===== config.mk =====
export PLATFORM = sky130hd
export DESIGN_NAME = dcbemf_datapath
export DESIGN_NICKNAME = d
export VERILOG_FILES = /design/src/hw/rtl/dcbemf_pkg.sv /design/src/hw/rtl/dcbemf_datapath.sv
export SDC_FILE = /design/constraint.sdc
export NUM_CORES = 2
export LEC_CHECK = 0
export BUFFER_PORTS_ARGS = -buffer_cell sky130_fd_sc_hd__buf_2
export CAP_MARGIN = 20
export CORE_MARGIN = 2
export CORE_UTILIZATION = 45
export DETAILED_ROUTE_END_ITERATION = 6
export PLACE_DENSITY = 0.69
export SETUP_SLACK_MARGIN = 0.02
export SLEW_MARGIN = 20
export SYNTH_ARGS = -nofsm -noshare
export SYNTH_HDL_FRONTEND = slang
export SYNTH_SLANG_ARGS = --single-unit

===== constraint.sdc =====
create_clock -name clk -period 10.65 [get_ports clk]
set_input_delay 2.13 -clock clk [delete_from_list [all_inputs] [get_ports clk]]
set_output_delay 2.13 -clock clk [all_outputs]
set_load 0.03 [all_outputs]

===== src/hw/rtl/dcbemf_pkg.sv =====
// shared constants, types, microprogram and saturation helpers of the back-emf speed estimator
package dcbemf_pkg;

    localparam int ADC_BITS_DEF  = 12;
    localparam int FRAC_BITS_DEF = 16;
    localparam int DUTY_BITS     = 16;
    localparam int DUTY_HALF     = 32768;
    localparam int DATA_W        = 32;
    localparam int REG_W         = 31;
    localparam int NUM_REGS      = 7;
    localparam int REG_IDX_W     = 3;
    localparam int ACC_W         = 35;
    localparam int PROD_W        = 2 * DATA_W;
    localparam int STEP_W        = 5;

    // configuration register indexes
    typedef enum logic [REG_IDX_W-1:0] {
        REG_LINK_VOLT_SCALE    = 3'd0,
        REG_CURRENT_SCALE      = 3'd1,
        REG_WINDING_RESISTANCE = 3'd2,
        REG_INDUCTANCE_TERM    = 3'd3,
        REG_EMF_UNIT_SCALE     = 3'd4,
        REG_RPM_PER_EMF        = 3'd5,
        REG_WHEEL_PER_MOTOR    = 3'd6
    } reg_idx_t;

    localparam logic [NUM_REGS-1:0][REG_W-1:0] CFG_RESET = {
        31'd65536,  // wheel_per_motor
        31'd65536,  // rpm_per_emf
        31'd65536,  // emf_unit_scale
        31'd0,      // inductance_term
        31'd0,      // winding_resistance
        31'd65536,  // current_scale
        31'd65536   // link_volt_scale
    };

    typedef logic [NUM_REGS-1:0][REG_W-1:0] cfg_bank_t;

    // sequencer operation of one step
    typedef enum logic [1:0] {
        SEQ_NEXT    = 2'd0,
        SEQ_WAIT_IN = 2'd1,
        SEQ_COMMIT  = 2'd2,
        SEQ_JUMP    = 2'd3
    } seq_t;

    typedef enum logic [2:0] {
        A_LINK_VOLT_SCALE = 3'd0,
        A_CURRENT_SCALE   = 3'd1,
        A_WINDING_RES     = 3'd2,
        A_INDUCTANCE      = 3'd3,
        A_EMF_UNIT_SCALE  = 3'd4,
        A_RPM_PER_EMF     = 3'd5,
        A_WHEEL_PER_MOTOR = 3'd6,
        A_VDC             = 3'd7
    } a_sel_t;

    typedef enum logic [2:0] {
        B_LINK = 3'd0,
        B_CADC = 3'd1,
        B_DUTY = 3'd2,
        B_ISUM = 3'd3,
        B_IDIF = 3'd4,
        B_ESUM = 3'd5,
        B_EMF  = 3'd6,
        B_RPM  = 3'd7
    } b_sel_t;

    typedef enum logic [1:0] {
        SH_NONE = 2'd0,
        SH_DUTY = 2'd1,
        SH_FRAC = 2'd2
    } shift_t;

    typedef enum logic [2:0] {
        WB_NONE  = 3'd0,
        WB_VDC   = 3'd1,
        WB_CUR   = 3'd2,
        WB_VOLT  = 3'd3,
        WB_TMP   = 3'd4,
        WB_EMF   = 3'd5,
        WB_RPM   = 3'd6,
        WB_WHEEL = 3'd7
    } wb_t;

    typedef enum logic [2:0] {
        ALU_NONE = 3'd0,
        ALU_ISUM = 3'd1,
        ALU_IDIF = 3'd2,
        ALU_VSUM = 3'd3,
        ALU_SUBT = 3'd4,
        ALU_SUBE = 3'd5
    } alu_t;

    typedef struct packed {
        seq_t              seq;
        logic [STEP_W-1:0] target;
        logic              mul_en;
        a_sel_t            a_sel;
        b_sel_t            b_sel;
        shift_t            shift;
        wb_t               wb;
        alu_t              alu;
    } ucode_t;

    localparam logic [STEP_W-1:0] STEP_START = '0;

    function automatic ucode_t mk(
        input seq_t   seq,
        input logic   mul_en,
        input a_sel_t a_sel,
        input b_sel_t b_sel,
        input shift_t shift,
        input wb_t    wb,
        input alu_t   alu
    );
        ucode_t w;
        w.seq    = seq;
        w.target = STEP_START;
        w.mul_en = mul_en;
        w.a_sel  = a_sel;
        w.b_sel  = b_sel;
        w.shift  = shift;
        w.wb     = wb;
        w.alu    = alu;
        return w;
    endfunction

    // microprogram rom
    function automatic ucode_t ucode(input logic [STEP_W-1:0] step);
        ucode_t w;
        case (step)
            5'd0:  w = mk(SEQ_WAIT_IN, 1'b0, A_VDC, B_LINK, SH_NONE, WB_NONE, ALU_NONE);
            5'd1:  w = mk(SEQ_NEXT, 1'b1, A_LINK_VOLT_SCALE, B_LINK, SH_NONE, WB_NONE,
                          ALU_NONE);
            5'd2:  w = mk(SEQ_NEXT, 1'b1, A_CURRENT_SCALE, B_CADC, SH_NONE, WB_VDC,
                          ALU_NONE);
            5'd3:  w = mk(SEQ_NEXT, 1'b1, A_VDC, B_DUTY, SH_NONE, WB_CUR, ALU_NONE);
            5'd4:  w = mk(SEQ_NEXT, 1'b0, A_VDC, B_LINK, SH_DUTY, WB_VOLT, ALU_ISUM);
            5'd5:  w = mk(SEQ_NEXT, 1'b1, A_WINDING_RES, B_ISUM, SH_NONE, WB_NONE,
                          ALU_IDIF);
            5'd6:  w = mk(SEQ_NEXT, 1'b1, A_INDUCTANCE, B_IDIF, SH_FRAC, WB_TMP, ALU_VSUM);
            5'd7:  w = mk(SEQ_NEXT, 1'b0, A_VDC, B_LINK, SH_FRAC, WB_TMP, ALU_SUBT);
            5'd8:  w = mk(SEQ_NEXT, 1'b0, A_VDC, B_LINK, SH_NONE, WB_NONE, ALU_SUBT);
            5'd9:  w = mk(SEQ_NEXT, 1'b0, A_VDC, B_LINK, SH_NONE, WB_NONE, ALU_SUBE);
            5'd10: w = mk(SEQ_NEXT, 1'b1, A_EMF_UNIT_SCALE, B_ESUM, SH_NONE, WB_NONE,
                          ALU_NONE);
            5'd11: w = mk(SEQ_NEXT, 1'b0, A_VDC, B_LINK, SH_FRAC, WB_EMF, ALU_NONE);
            5'd12: w = mk(SEQ_NEXT, 1'b1, A_RPM_PER_EMF, B_EMF, SH_NONE, WB_NONE, ALU_NONE);
            5'd13: w = mk(SEQ_NEXT, 1'b0, A_VDC, B_LINK, SH_FRAC, WB_RPM, ALU_NONE);
            5'd14: w = mk(SEQ_NEXT, 1'b1, A_WHEEL_PER_MOTOR, B_RPM, SH_NONE, WB_NONE,
                          ALU_NONE);
            5'd15: w = mk(SEQ_NEXT, 1'b0, A_VDC, B_LINK, SH_FRAC, WB_WHEEL, ALU_NONE);
            5'd16: w = mk(SEQ_COMMIT, 1'b0, A_VDC, B_LINK, SH_NONE, WB_NONE, ALU_NONE);
            default: w = mk(SEQ_JUMP, 1'b0, A_VDC, B_LINK, SH_NONE, WB_NONE, ALU_NONE);
        endcase
        return w;
    endfunction

    // clamp a full product to the signed 32-bit range
    function automatic logic signed [DATA_W-1:0] sat_prod(input logic signed [PROD_W-1:0] x);
        logic signed [DATA_W-1:0] r;
        if ((&x[PROD_W-1:DATA_W-1]) || !(|x[PROD_W-1:DATA_W-1]))
            r = x[DATA_W-1:0];
        else if (x[PROD_W-1])
            r = {1'b1, {(DATA_W-1){1'b0}}};
        else
            r = {1'b0, {(DATA_W-1){1'b1}}};
        return r;
    endfunction

    // clamp an accumulator value to the signed 32-bit range
    function automatic logic signed [DATA_W-1:0] sat_acc(input logic signed [ACC_W-1:0] x);
        logic signed [DATA_W-1:0] r;
        if ((&x[ACC_W-1:DATA_W-1]) || !(|x[ACC_W-1:DATA_W-1]))
            r = x[DATA_W-1:0];
        else if (x[ACC_W-1])
            r = {1'b1, {(DATA_W-1){1'b0}}};
        else
            r = {1'b0, {(DATA_W-1){1'b1}}};
        return r;
    endfunction

    function automatic logic signed [ACC_W-1:0] ext_acc(input logic signed [DATA_W-1:0] x);
        return {{(ACC_W-DATA_W){x[DATA_W-1]}}, x};
    endfunction

endpackage


===== src/hw/rtl/dcbemf_datapath.sv =====
// shared multiplier, adder and working registers driven by the control word
module dcbemf_datapath #(
    parameter int ADC_BITS  = dcbemf_pkg::ADC_BITS_DEF,
    parameter int FRAC_BITS = dcbemf_pkg::FRAC_BITS_DEF
) (
    input  logic                                clk,
    input  logic                                rst_n,
    input  dcbemf_pkg::ucode_t                  ctrl,
    input  logic                                load,
    input  logic                                commit,
    input  logic [ADC_BITS-1:0]                 link_adc,
    input  logic [15:0]                         pwm_duty,
    input  logic [ADC_BITS-1:0]                 current_adc,
    input  dcbemf_pkg::cfg_bank_t               cfg_regs,
    output logic signed [dcbemf_pkg::DATA_W-1:0] motor_voltage,
    output logic signed [dcbemf_pkg::DATA_W-1:0] motor_current,
    output logic signed [dcbemf_pkg::DATA_W-1:0] back_emf,
    output logic signed [dcbemf_pkg::DATA_W-1:0] motor_rpm,
    output logic signed [dcbemf_pkg::DATA_W-1:0] wheel_rpm
);

    localparam int DW = dcbemf_pkg::DATA_W;
    localparam int AW = dcbemf_pkg::ACC_W;
    localparam int PW = dcbemf_pkg::PROD_W;
    localparam int DUTY_W = dcbemf_pkg::DUTY_BITS + 1;

    logic [ADC_BITS-1:0]      link_reg;
    logic [ADC_BITS-1:0]      cadc_reg;
    logic signed [DUTY_W-1:0] duty_reg;
    logic signed [DW-1:0]     vdc_reg;
    logic signed [DW-1:0]     cur_reg;
    logic signed [DW-1:0]     volt_reg;
    logic signed [DW-1:0]     isum_reg;
    logic signed [DW-1:0]     idif_reg;
    logic signed [DW-1:0]     tmp_reg;
    logic signed [DW-1:0]     emf_reg;
    logic signed [DW-1:0]     rpm_reg;
    logic signed [DW-1:0]     wheel_reg;
    logic signed [AW-1:0]     acc_reg;
    logic signed [PW-1:0]     prod_reg;
    logic signed [DW-1:0]     prev_cur_reg;
    logic signed [DW-1:0]     prev_volt_reg;
    logic signed [DW-1:0]     prev_emf_reg;
    logic signed [DW-1:0]     rpm_out_reg;
    logic signed [DW-1:0]     wheel_out_reg;

    logic signed [DW-1:0]     a_op;
    logic signed [DW-1:0]     b_op;
    logic signed [PW-1:0]     prod_next;
    logic signed [PW-1:0]     shifted;
    logic signed [DW-1:0]     wb_val;
    logic signed [AW-1:0]     alu_x;
    logic signed [AW-1:0]     alu_y;
    logic                     alu_sub;
    logic signed [AW-1:0]     alu_res;
    logic signed [DUTY_W-1:0] duty_next;

    assign duty_next = $signed({1'b0, pwm_duty}) - DUTY_W'(dcbemf_pkg::DUTY_HALF);

    // multiplier operand selection
    always_comb
    begin
        unique case (ctrl.a_sel)
            dcbemf_pkg::A_LINK_VOLT_SCALE:
                a_op = $signed({1'b0, cfg_regs[dcbemf_pkg::REG_LINK_VOLT_SCALE]});
            dcbemf_pkg::A_CURRENT_SCALE:
                a_op = $signed({1'b0, cfg_regs[dcbemf_pkg::REG_CURRENT_SCALE]});
            dcbemf_pkg::A_WINDING_RES:
                a_op = $signed({1'b0, cfg_regs[dcbemf_pkg::REG_WINDING_RESISTANCE]});
            dcbemf_pkg::A_INDUCTANCE:
                a_op = $signed({1'b0, cfg_regs[dcbemf_pkg::REG_INDUCTANCE_TERM]});
            dcbemf_pkg::A_EMF_UNIT_SCALE:
                a_op = $signed({1'b0, cfg_regs[dcbemf_pkg::REG_EMF_UNIT_SCALE]});
            dcbemf_pkg::A_RPM_PER_EMF:
                a_op = $signed({1'b0, cfg_regs[dcbemf_pkg::REG_RPM_PER_EMF]});
            dcbemf_pkg::A_WHEEL_PER_MOTOR:
                a_op = $signed({1'b0, cfg_regs[dcbemf_pkg::REG_WHEEL_PER_MOTOR]});
            default:
                a_op = vdc_reg;
        endcase
    end

    always_comb
    begin
        unique case (ctrl.b_sel)
            dcbemf_pkg::B_LINK: b_op = $signed({{(DW-ADC_BITS){1'b0}}, link_reg});
            dcbemf_pkg::B_CADC: b_op = $signed({{(DW-ADC_BITS){1'b0}}, cadc_reg});
            dcbemf_pkg::B_DUTY: b_op = {{(DW-DUTY_W){duty_reg[DUTY_W-1]}}, duty_reg};
            dcbemf_pkg::B_ISUM: b_op = isum_reg;
            dcbemf_pkg::B_IDIF: b_op = idif_reg;
            dcbemf_pkg::B_ESUM: b_op = acc_reg[DW-1:0];
            dcbemf_pkg::B_EMF:  b_op = emf_reg;
            default:            b_op = rpm_reg;
        endcase
    end

    assign prod_next = a_op * b_op;

    // floor shift of the registered product, then clamp
    always_comb
    begin
        case (ctrl.shift)
            dcbemf_pkg::SH_DUTY: shifted = prod_reg >>> dcbemf_pkg::DUTY_BITS;
            dcbemf_pkg::SH_FRAC: shifted = prod_reg >>> FRAC_BITS;
            default:             shifted = prod_reg;
        endcase
    end

    assign wb_val = dcbemf_pkg::sat_prod(shifted);

    // add / subtract unit
    always_comb
    begin
        alu_x   = acc_reg;
        alu_y   = dcbemf_pkg::ext_acc(tmp_reg);
        alu_sub = 1'b1;
        case (ctrl.alu)
            dcbemf_pkg::ALU_ISUM:
            begin
                alu_x   = dcbemf_pkg::ext_acc(cur_reg);
                alu_y   = dcbemf_pkg::ext_acc(prev_cur_reg);
                alu_sub = 1'b0;
            end
            dcbemf_pkg::ALU_IDIF:
            begin
                alu_x = dcbemf_pkg::ext_acc(cur_reg);
                alu_y = dcbemf_pkg::ext_acc(prev_cur_reg);
            end
            dcbemf_pkg::ALU_VSUM:
            begin
                alu_x   = dcbemf_pkg::ext_acc(volt_reg);
                alu_y   = dcbemf_pkg::ext_acc(prev_volt_reg);
                alu_sub = 1'b0;
            end
            dcbemf_pkg::ALU_SUBE:
            begin
                alu_y = dcbemf_pkg::ext_acc(prev_emf_reg);
            end
            default:
            begin
                alu_y = dcbemf_pkg::ext_acc(tmp_reg);
            end
        endcase
        alu_res = alu_sub ? (alu_x - alu_y) : (alu_x + alu_y);
    end

    // working registers
    always_ff @(posedge clk)
    begin
        if (load)
        begin
            link_reg <= link_adc;
            cadc_reg <= current_adc;
            duty_reg <= duty_next;
        end
        if (ctrl.mul_en)
            prod_reg <= prod_next;
        case (ctrl.wb)
            dcbemf_pkg::WB_VDC:   vdc_reg   <= wb_val;
            dcbemf_pkg::WB_CUR:   cur_reg   <= wb_val;
            dcbemf_pkg::WB_VOLT:  volt_reg  <= wb_val;
            dcbemf_pkg::WB_TMP:   tmp_reg   <= wb_val;
            dcbemf_pkg::WB_EMF:   emf_reg   <= wb_val;
            dcbemf_pkg::WB_RPM:   rpm_reg   <= wb_val;
            dcbemf_pkg::WB_WHEEL: wheel_reg <= wb_val;
            default: ;
        endcase
        case (ctrl.alu)
            dcbemf_pkg::ALU_ISUM: isum_reg <= dcbemf_pkg::sat_acc(alu_res);
            dcbemf_pkg::ALU_IDIF: idif_reg <= dcbemf_pkg::sat_acc(alu_res);
            dcbemf_pkg::ALU_VSUM,
            dcbemf_pkg::ALU_SUBE:
                acc_reg <= dcbemf_pkg::ext_acc(dcbemf_pkg::sat_acc(alu_res));
            dcbemf_pkg::ALU_SUBT: acc_reg <= alu_res;
            default: ;
        endcase
        if (commit)
        begin
            rpm_out_reg   <= rpm_reg;
            wheel_out_reg <= wheel_reg;
        end
    end

    // history, doubles as the held result fields
    always_ff @(posedge clk or negedge rst_n)
    begin
        if (!rst_n)
        begin
            prev_cur_reg  <= '0;
            prev_volt_reg <= '0;
            prev_emf_reg  <= '0;
        end
        else if (commit)
        begin
            prev_cur_reg  <= cur_reg;
            prev_volt_reg <= volt_reg;
            prev_emf_reg  <= emf_reg;
        end
    end

    assign motor_voltage = prev_volt_reg;
    assign motor_current = prev_cur_reg;
    assign back_emf      = prev_emf_reg;
    assign motor_rpm     = rpm_out_reg;
    assign wheel_rpm     = wheel_out_reg;

endmodule


* Yosys cells after proc, flatten, opt, wreduce, memory -nomap -nowiden
Cells that the tools add are included.
Widths: inputs -> output; s select.
** Operators by class
- Reduce and logical (&&, ||, !) cells :: 15
- $mul :: 1
- Multiplexer cells :: 11
- Eq/ne operators :: 26
- $add $sub $neg :: 3
** Operators by type and width (number)
- $pmux 32 s7 :: 2
- $pmux 35 s2 :: 2
- $mux 32 :: 4
- $pmux 35 s3 :: 1
- $mul 32x32->64 :: 1
- $mux 63 :: 1
- $eq 3x3->1 const B :: 12
- $add 35x35->35 :: 1
- $mux 35 :: 1
- $sub 35x35->35 :: 1
- $reduce_and 33->1 :: 1
- $reduce_or 33->1 :: 1
- $eq 3x2->1 const B :: 8
- $sub 16x16->17 const B :: 1
- $eq 3x1->1 const B :: 4
- $reduce_or 2->1 :: 4
- $logic_not 3->1 :: 2
- $reduce_and 4->1 :: 1
- $reduce_or 4->1 :: 1
- $eq 2x1->1 const B :: 1
- $eq 2x2->1 const B :: 1
- $logic_not 1->1 :: 2
- $logic_or 1x1->1 :: 2
- $reduce_bool 2->1 :: 1
** Storage, ports and cells
- Input bits :: 283
- Register bits after elaboration :: 588

* Depth between registers and ports, before layout
- Word-level depth :: 10
- Mapped depth :: 38
- Mapped depth without buffers :: 34

* Least setup slack after synthesis
No wires, ideal clock.
- Path type :: input port to flip-flop
- Start point :: in ctrl[11] (netlist name)
- End point :: reg prod_reg[63] (data pin)
- Slack :: -929 ps
- Stages on the path :: 33
- Required time :: 10387 ps
- Arrival time :: 11316 ps
- Setup time :: 263 ps
- Cell sequence :: buf_1 clkbuf_1 clkbuf_1 clkbuf_1 buf_1 nand4_1 clkbuf_1 nor2_1 fa_1 inv_1 fa_1 fa_1 inv_1 fa_1 inv_1 fa_1 inv_1 fa_1 inv_1 fa_1 inv_1 fa_1 ha_1 a21oi_1 nor2b_1 o21a_1 nor2_1 nand2_1 nor3b_1 a21oi_1 a221o_1 a311oi_1 xnor2_1
** Between the ends
- Cells in the longest elaborated chain, start to end :: 3
- Elaborated cells between the ends (all ways) :: 9
** Ends and longest elaborated chain
- start: declaration :: line dcbemf_datapath.sv:8 : input dcbemf_pkg::ucode_t ctrl,
- $eq 3x3->1, or another cell as far along :: line dcbemf_datapath.sv:63 : unique case (ctrl.a_sel)
- $pmux 32 s7 * :: line dcbemf_datapath.sv:63
- $mul 32x32->64 * :: line dcbemf_datapath.sv:97 : assign prod_next = a_op * b_op;
- named net prod_next[63] :: line dcbemf_datapath.sv:49 : logic signed [PW-1:0] prod_next;
- end signal: assignment :: line dcbemf_datapath.sv:157 : prod_reg <= prod_next;
- end: declaration :: line dcbemf_datapath.sv:40 : logic signed [PW-1:0] prod_reg;
The timed path passes the listed nets; every way through them passes the cells marked *.
A chain may end at the register's enable or synchronous reset.

* Worst setup path after layout
- Start point :: in ctrl[10] (netlist name)
- End point :: reg prod_reg[62] (data pin)
** Between the ends
- Cells in the longest elaborated chain, start to end :: 3
- Elaborated cells between the ends (all ways) :: 9
** Ends and longest elaborated chain
- $eq 3x3->1, or another cell as far along :: line dcbemf_datapath.sv:85 : unique case (ctrl.b_sel)
- $pmux 32 s7 * :: line dcbemf_datapath.sv:85
- $mul 32x32->64 * :: line dcbemf_datapath.sv:97
- named net prod_next[62] :: line dcbemf_datapath.sv:49
Marks and branches as above.

==> key figures <==
Synth
  • Ranking of synthesized cells by area: fa_1 (34%), edfxtp_1 (23%), inv_1 (6.0%), nand2_1 (4.3%), ha_1 (4.3%)
  • Cell Area, Synth: about 0.063 mm^2
  • YS warnings: 0
  • Mapped Avg Cell Area: between 10 and 15 um^2
  • Post-synth EDFFs: 491
  • Cell type with the largest total area after synthesis: fa_1
  • Synthesized net count: 7661
  • Post-Syn Instances: 6076
  • Seq/Total Area, Yosys: 27.1%
  • Unique masters post-synth: 82
  • Ys flop type: edfxtp_1
  • Yosys reg bits: slightly below 600
  • Top-count cell post-synth: fa_1
  • Async SR Flop Fraction: 16.4%
  • Synth cell count leaders: fa_1 (1083), inv_1 (1014), nand2_1 (731)
  • Yosys top cell area share: 34.3%

Detailed routing
  • Vias: 52000
  • Final ANT Viol Nets: 0
  • DR iter-0 viols: 5461
  • Routed len/inst: 28.1 um
  • TritonRoute pass-1 iters: 6
  • # DRC: 0
  • Drt total wl: 256000 um
  • Vias per inst: 5.71

Cells and area
  • Share of cells above drive strength 1: 25.1%
  • Fillers: 12200
  • Util after Layout: a little under three fifths
  • Max FFs per register: 64
  • Post-route cell area: 0.0783 mm^2
  • Nets: 8729
  • Area grow syn2layout: 23.7%

Global route
  • Gr usage total: a little over a third
  • Largest net degree at the start of global routing: 69
  • GRT overflow: 0
  • First-pass GRT wire length: roughly 370000 um
  • Number of global-route vias before repair: about 53000
  • Initial antenna violation count: 24

Place
  • Placement Setup Slack: -0.832 ns
  • Area post-placement: 0.0755 mm^2
  • HPWL after DPL: 210000 um
  • Gpl congestion: approximately 1.0
  • Port-buffer cells: roughly 440

Worst setup path
  • Crit path capture type: flip-flop
  • Top Family by Delay on Critical Path: adder cells
  • R2R depth: 30
  • Reg2reg end: prod_reg[62]
  • Crit Path Max Fanout: 13
  • Crit-path slowest cell: fa_1
  • CP Depth: 33
  • Crit path arrival time: 10.93 ns
  • Worst Setup SP: ctrl[10]
  • CP Launch Type: input port
  • FF-to-FF setup slack: 1.62 ns
  • CP required: 11.09 ns
  • RR Startpoint: cadc_reg[9]
  • Crit path kind: input port to flip-flop
  • Worst path buffer plus inverter count: 11
  • Crit path largest cell delay: about 0.59 ns
  • Worst Setup EP: prod_reg[62]

Timing
  • Final setup margin: 0.157 ns
  • Slew headroom: approximately 16%
  • Final setup fails: 0
  • Period Utilization, post-route: 98.5%
  • Final TNS setup: 0 ns
  • RSZ-0062 raised after global routing: yes
  • Tmin final: about 10 ns
  • Skew final: 0.0491 ns
  • Fmax: about 95 MHz
  • Final Hold Fails: 0
  • Max Slew Vio Count: 0
  • Slew @ Worst Pin: 1.26 ns

Floorplanning
  • Initial core utilization: 45.4%
  • Height of the die: 379 um
  • Num rows: between 100 and 150
  • Core area: ~0.14 mm^2
  • DIE AREA: 0.144 mm^2
  • Die W: between 300 and 400 um
  • IO Count: 443

Clock network
  • CTS sink count: 587
  • Num CTS Buffers: 70
  • Clock transition at the registers of the reported paths: 0.06 ns
  • CTS tree: yes
  • Worst skew pair latency: 0.73 ns
  • CTS Buffer Depth: 3
  • H-tree depth: 3
  • Clock Root Buffer: clkbuf_16
  • Hold-fix buffers, CTS: 0

Flow run
  • Max-Cap Viols: 0

Min path
  • Worst Hold Class: flip-flop to flip-flop

Run status
  • Status: completed
[through the flow]
stage | cells | hold WS, ns
CTS | 9071 | 0.417
global route | 9090 | 0.426
global placement | 8940 | 0.404
floorplan | 6076 | 0.400
finish | 9108 | 0.418
detailed placement | 8940 | 0.406
[layer usage]
layer | GRT usage (%) | wire [um] | vias up
met2 | 56.2 | 117000 | 3009
met3 | 7.54 | 24300 | 793
met1 | 43.0 | 88600 | 26300
met5 | 0.103 | 23 | -
li1 | - | - | 21900
met4 | 30.6 | 26100 | 4
[cells in the final DEF (no fill, tap or decap), types with 37 or more instances in the layout]
cell type / count
nor2b_1: 37
buf_2: 426
nand2_1: 726
dfrtp_1: 96
mux2i_1: 39
xnor2_1: 75
xor2_1: 51
mux2_2: 170
o22ai_1: 62
o21ai_0: 186
nor2_1: 638
clkbuf_16: 70
a21oi_1: 136
edfxtp_1: 491
a22oi_1: 53
buf_4: 758
inv_1: 1013
fa_1: 1070
a21o_1: 62
buf_12: 128
ha_1: 218
[logic make-up (layout without fill, tap and decap cells)]
group	Yosys count	in the layout	share of synthesized area [%]
AO/OA/AOI/OAI	848	849	8.98
XOR/XNOR	128	128	1.77
adder cells (fa/ha/maj)	1302	1302	38.6
buffers and inverters	1345	2469	8.10
flip-flops	587	587	27.1
multiplexers	247	247	4.83
other	0	31	0
AND/OR/NAND/NOR	1619	1619	10.6
[what timing repair did]
| item | in CTS | in global routing |
|---|---|---|
| setup endpoints to repair | 3 | 11 |
| resized for setup | 8 | 58 |
| pin swaps | 1 | 12 |
| endpoints found under the hold margin | 0 | 0 |
| setup buffers | 1 | 5 |
| cloned | 1 | 0 |
[how the worst min path moves through the flow]
| stage | startpoint | end | slack [ns] | depth (start not counted) |
|---|---|---|---|---|
| after global routing | wheel_reg[5] | wheel_rpm[5] | 0.43 | 0 |
| final | wheel_reg[2] | wheel_rpm[2] | 0.42 | 0 |
| after global placement | wheel_reg[30] | wheel_rpm[30] | 0.40 | 0 |
| after detailed placement | wheel_reg[2] | wheel_rpm[2] | 0.41 | 0 |
| after floorplan | wheel_reg[0] | wheel_rpm[0] | 0.40 | 0 |
| after CTS | wheel_reg[5] | wheel_rpm[5] | 0.42 | 0 |
[final cells by class]
cell class	instances	area, um^2	share of cell area, %
multi-input cells	4145	42000	53.7
flip-flops and latches	587	17100	21.9
repair buffers	1323	10500	13.4
inverters	1017	3820	4.88
well taps	1876	2350	3.00
clock buffers	88	1880	2.40
clock inverters	41	494	0.631
diodes	31	77.6	0.0991
Power is left out: the tool's default activity adds up to more than one toggle a clock period on the data nets, which glitch-free logic cannot reach.
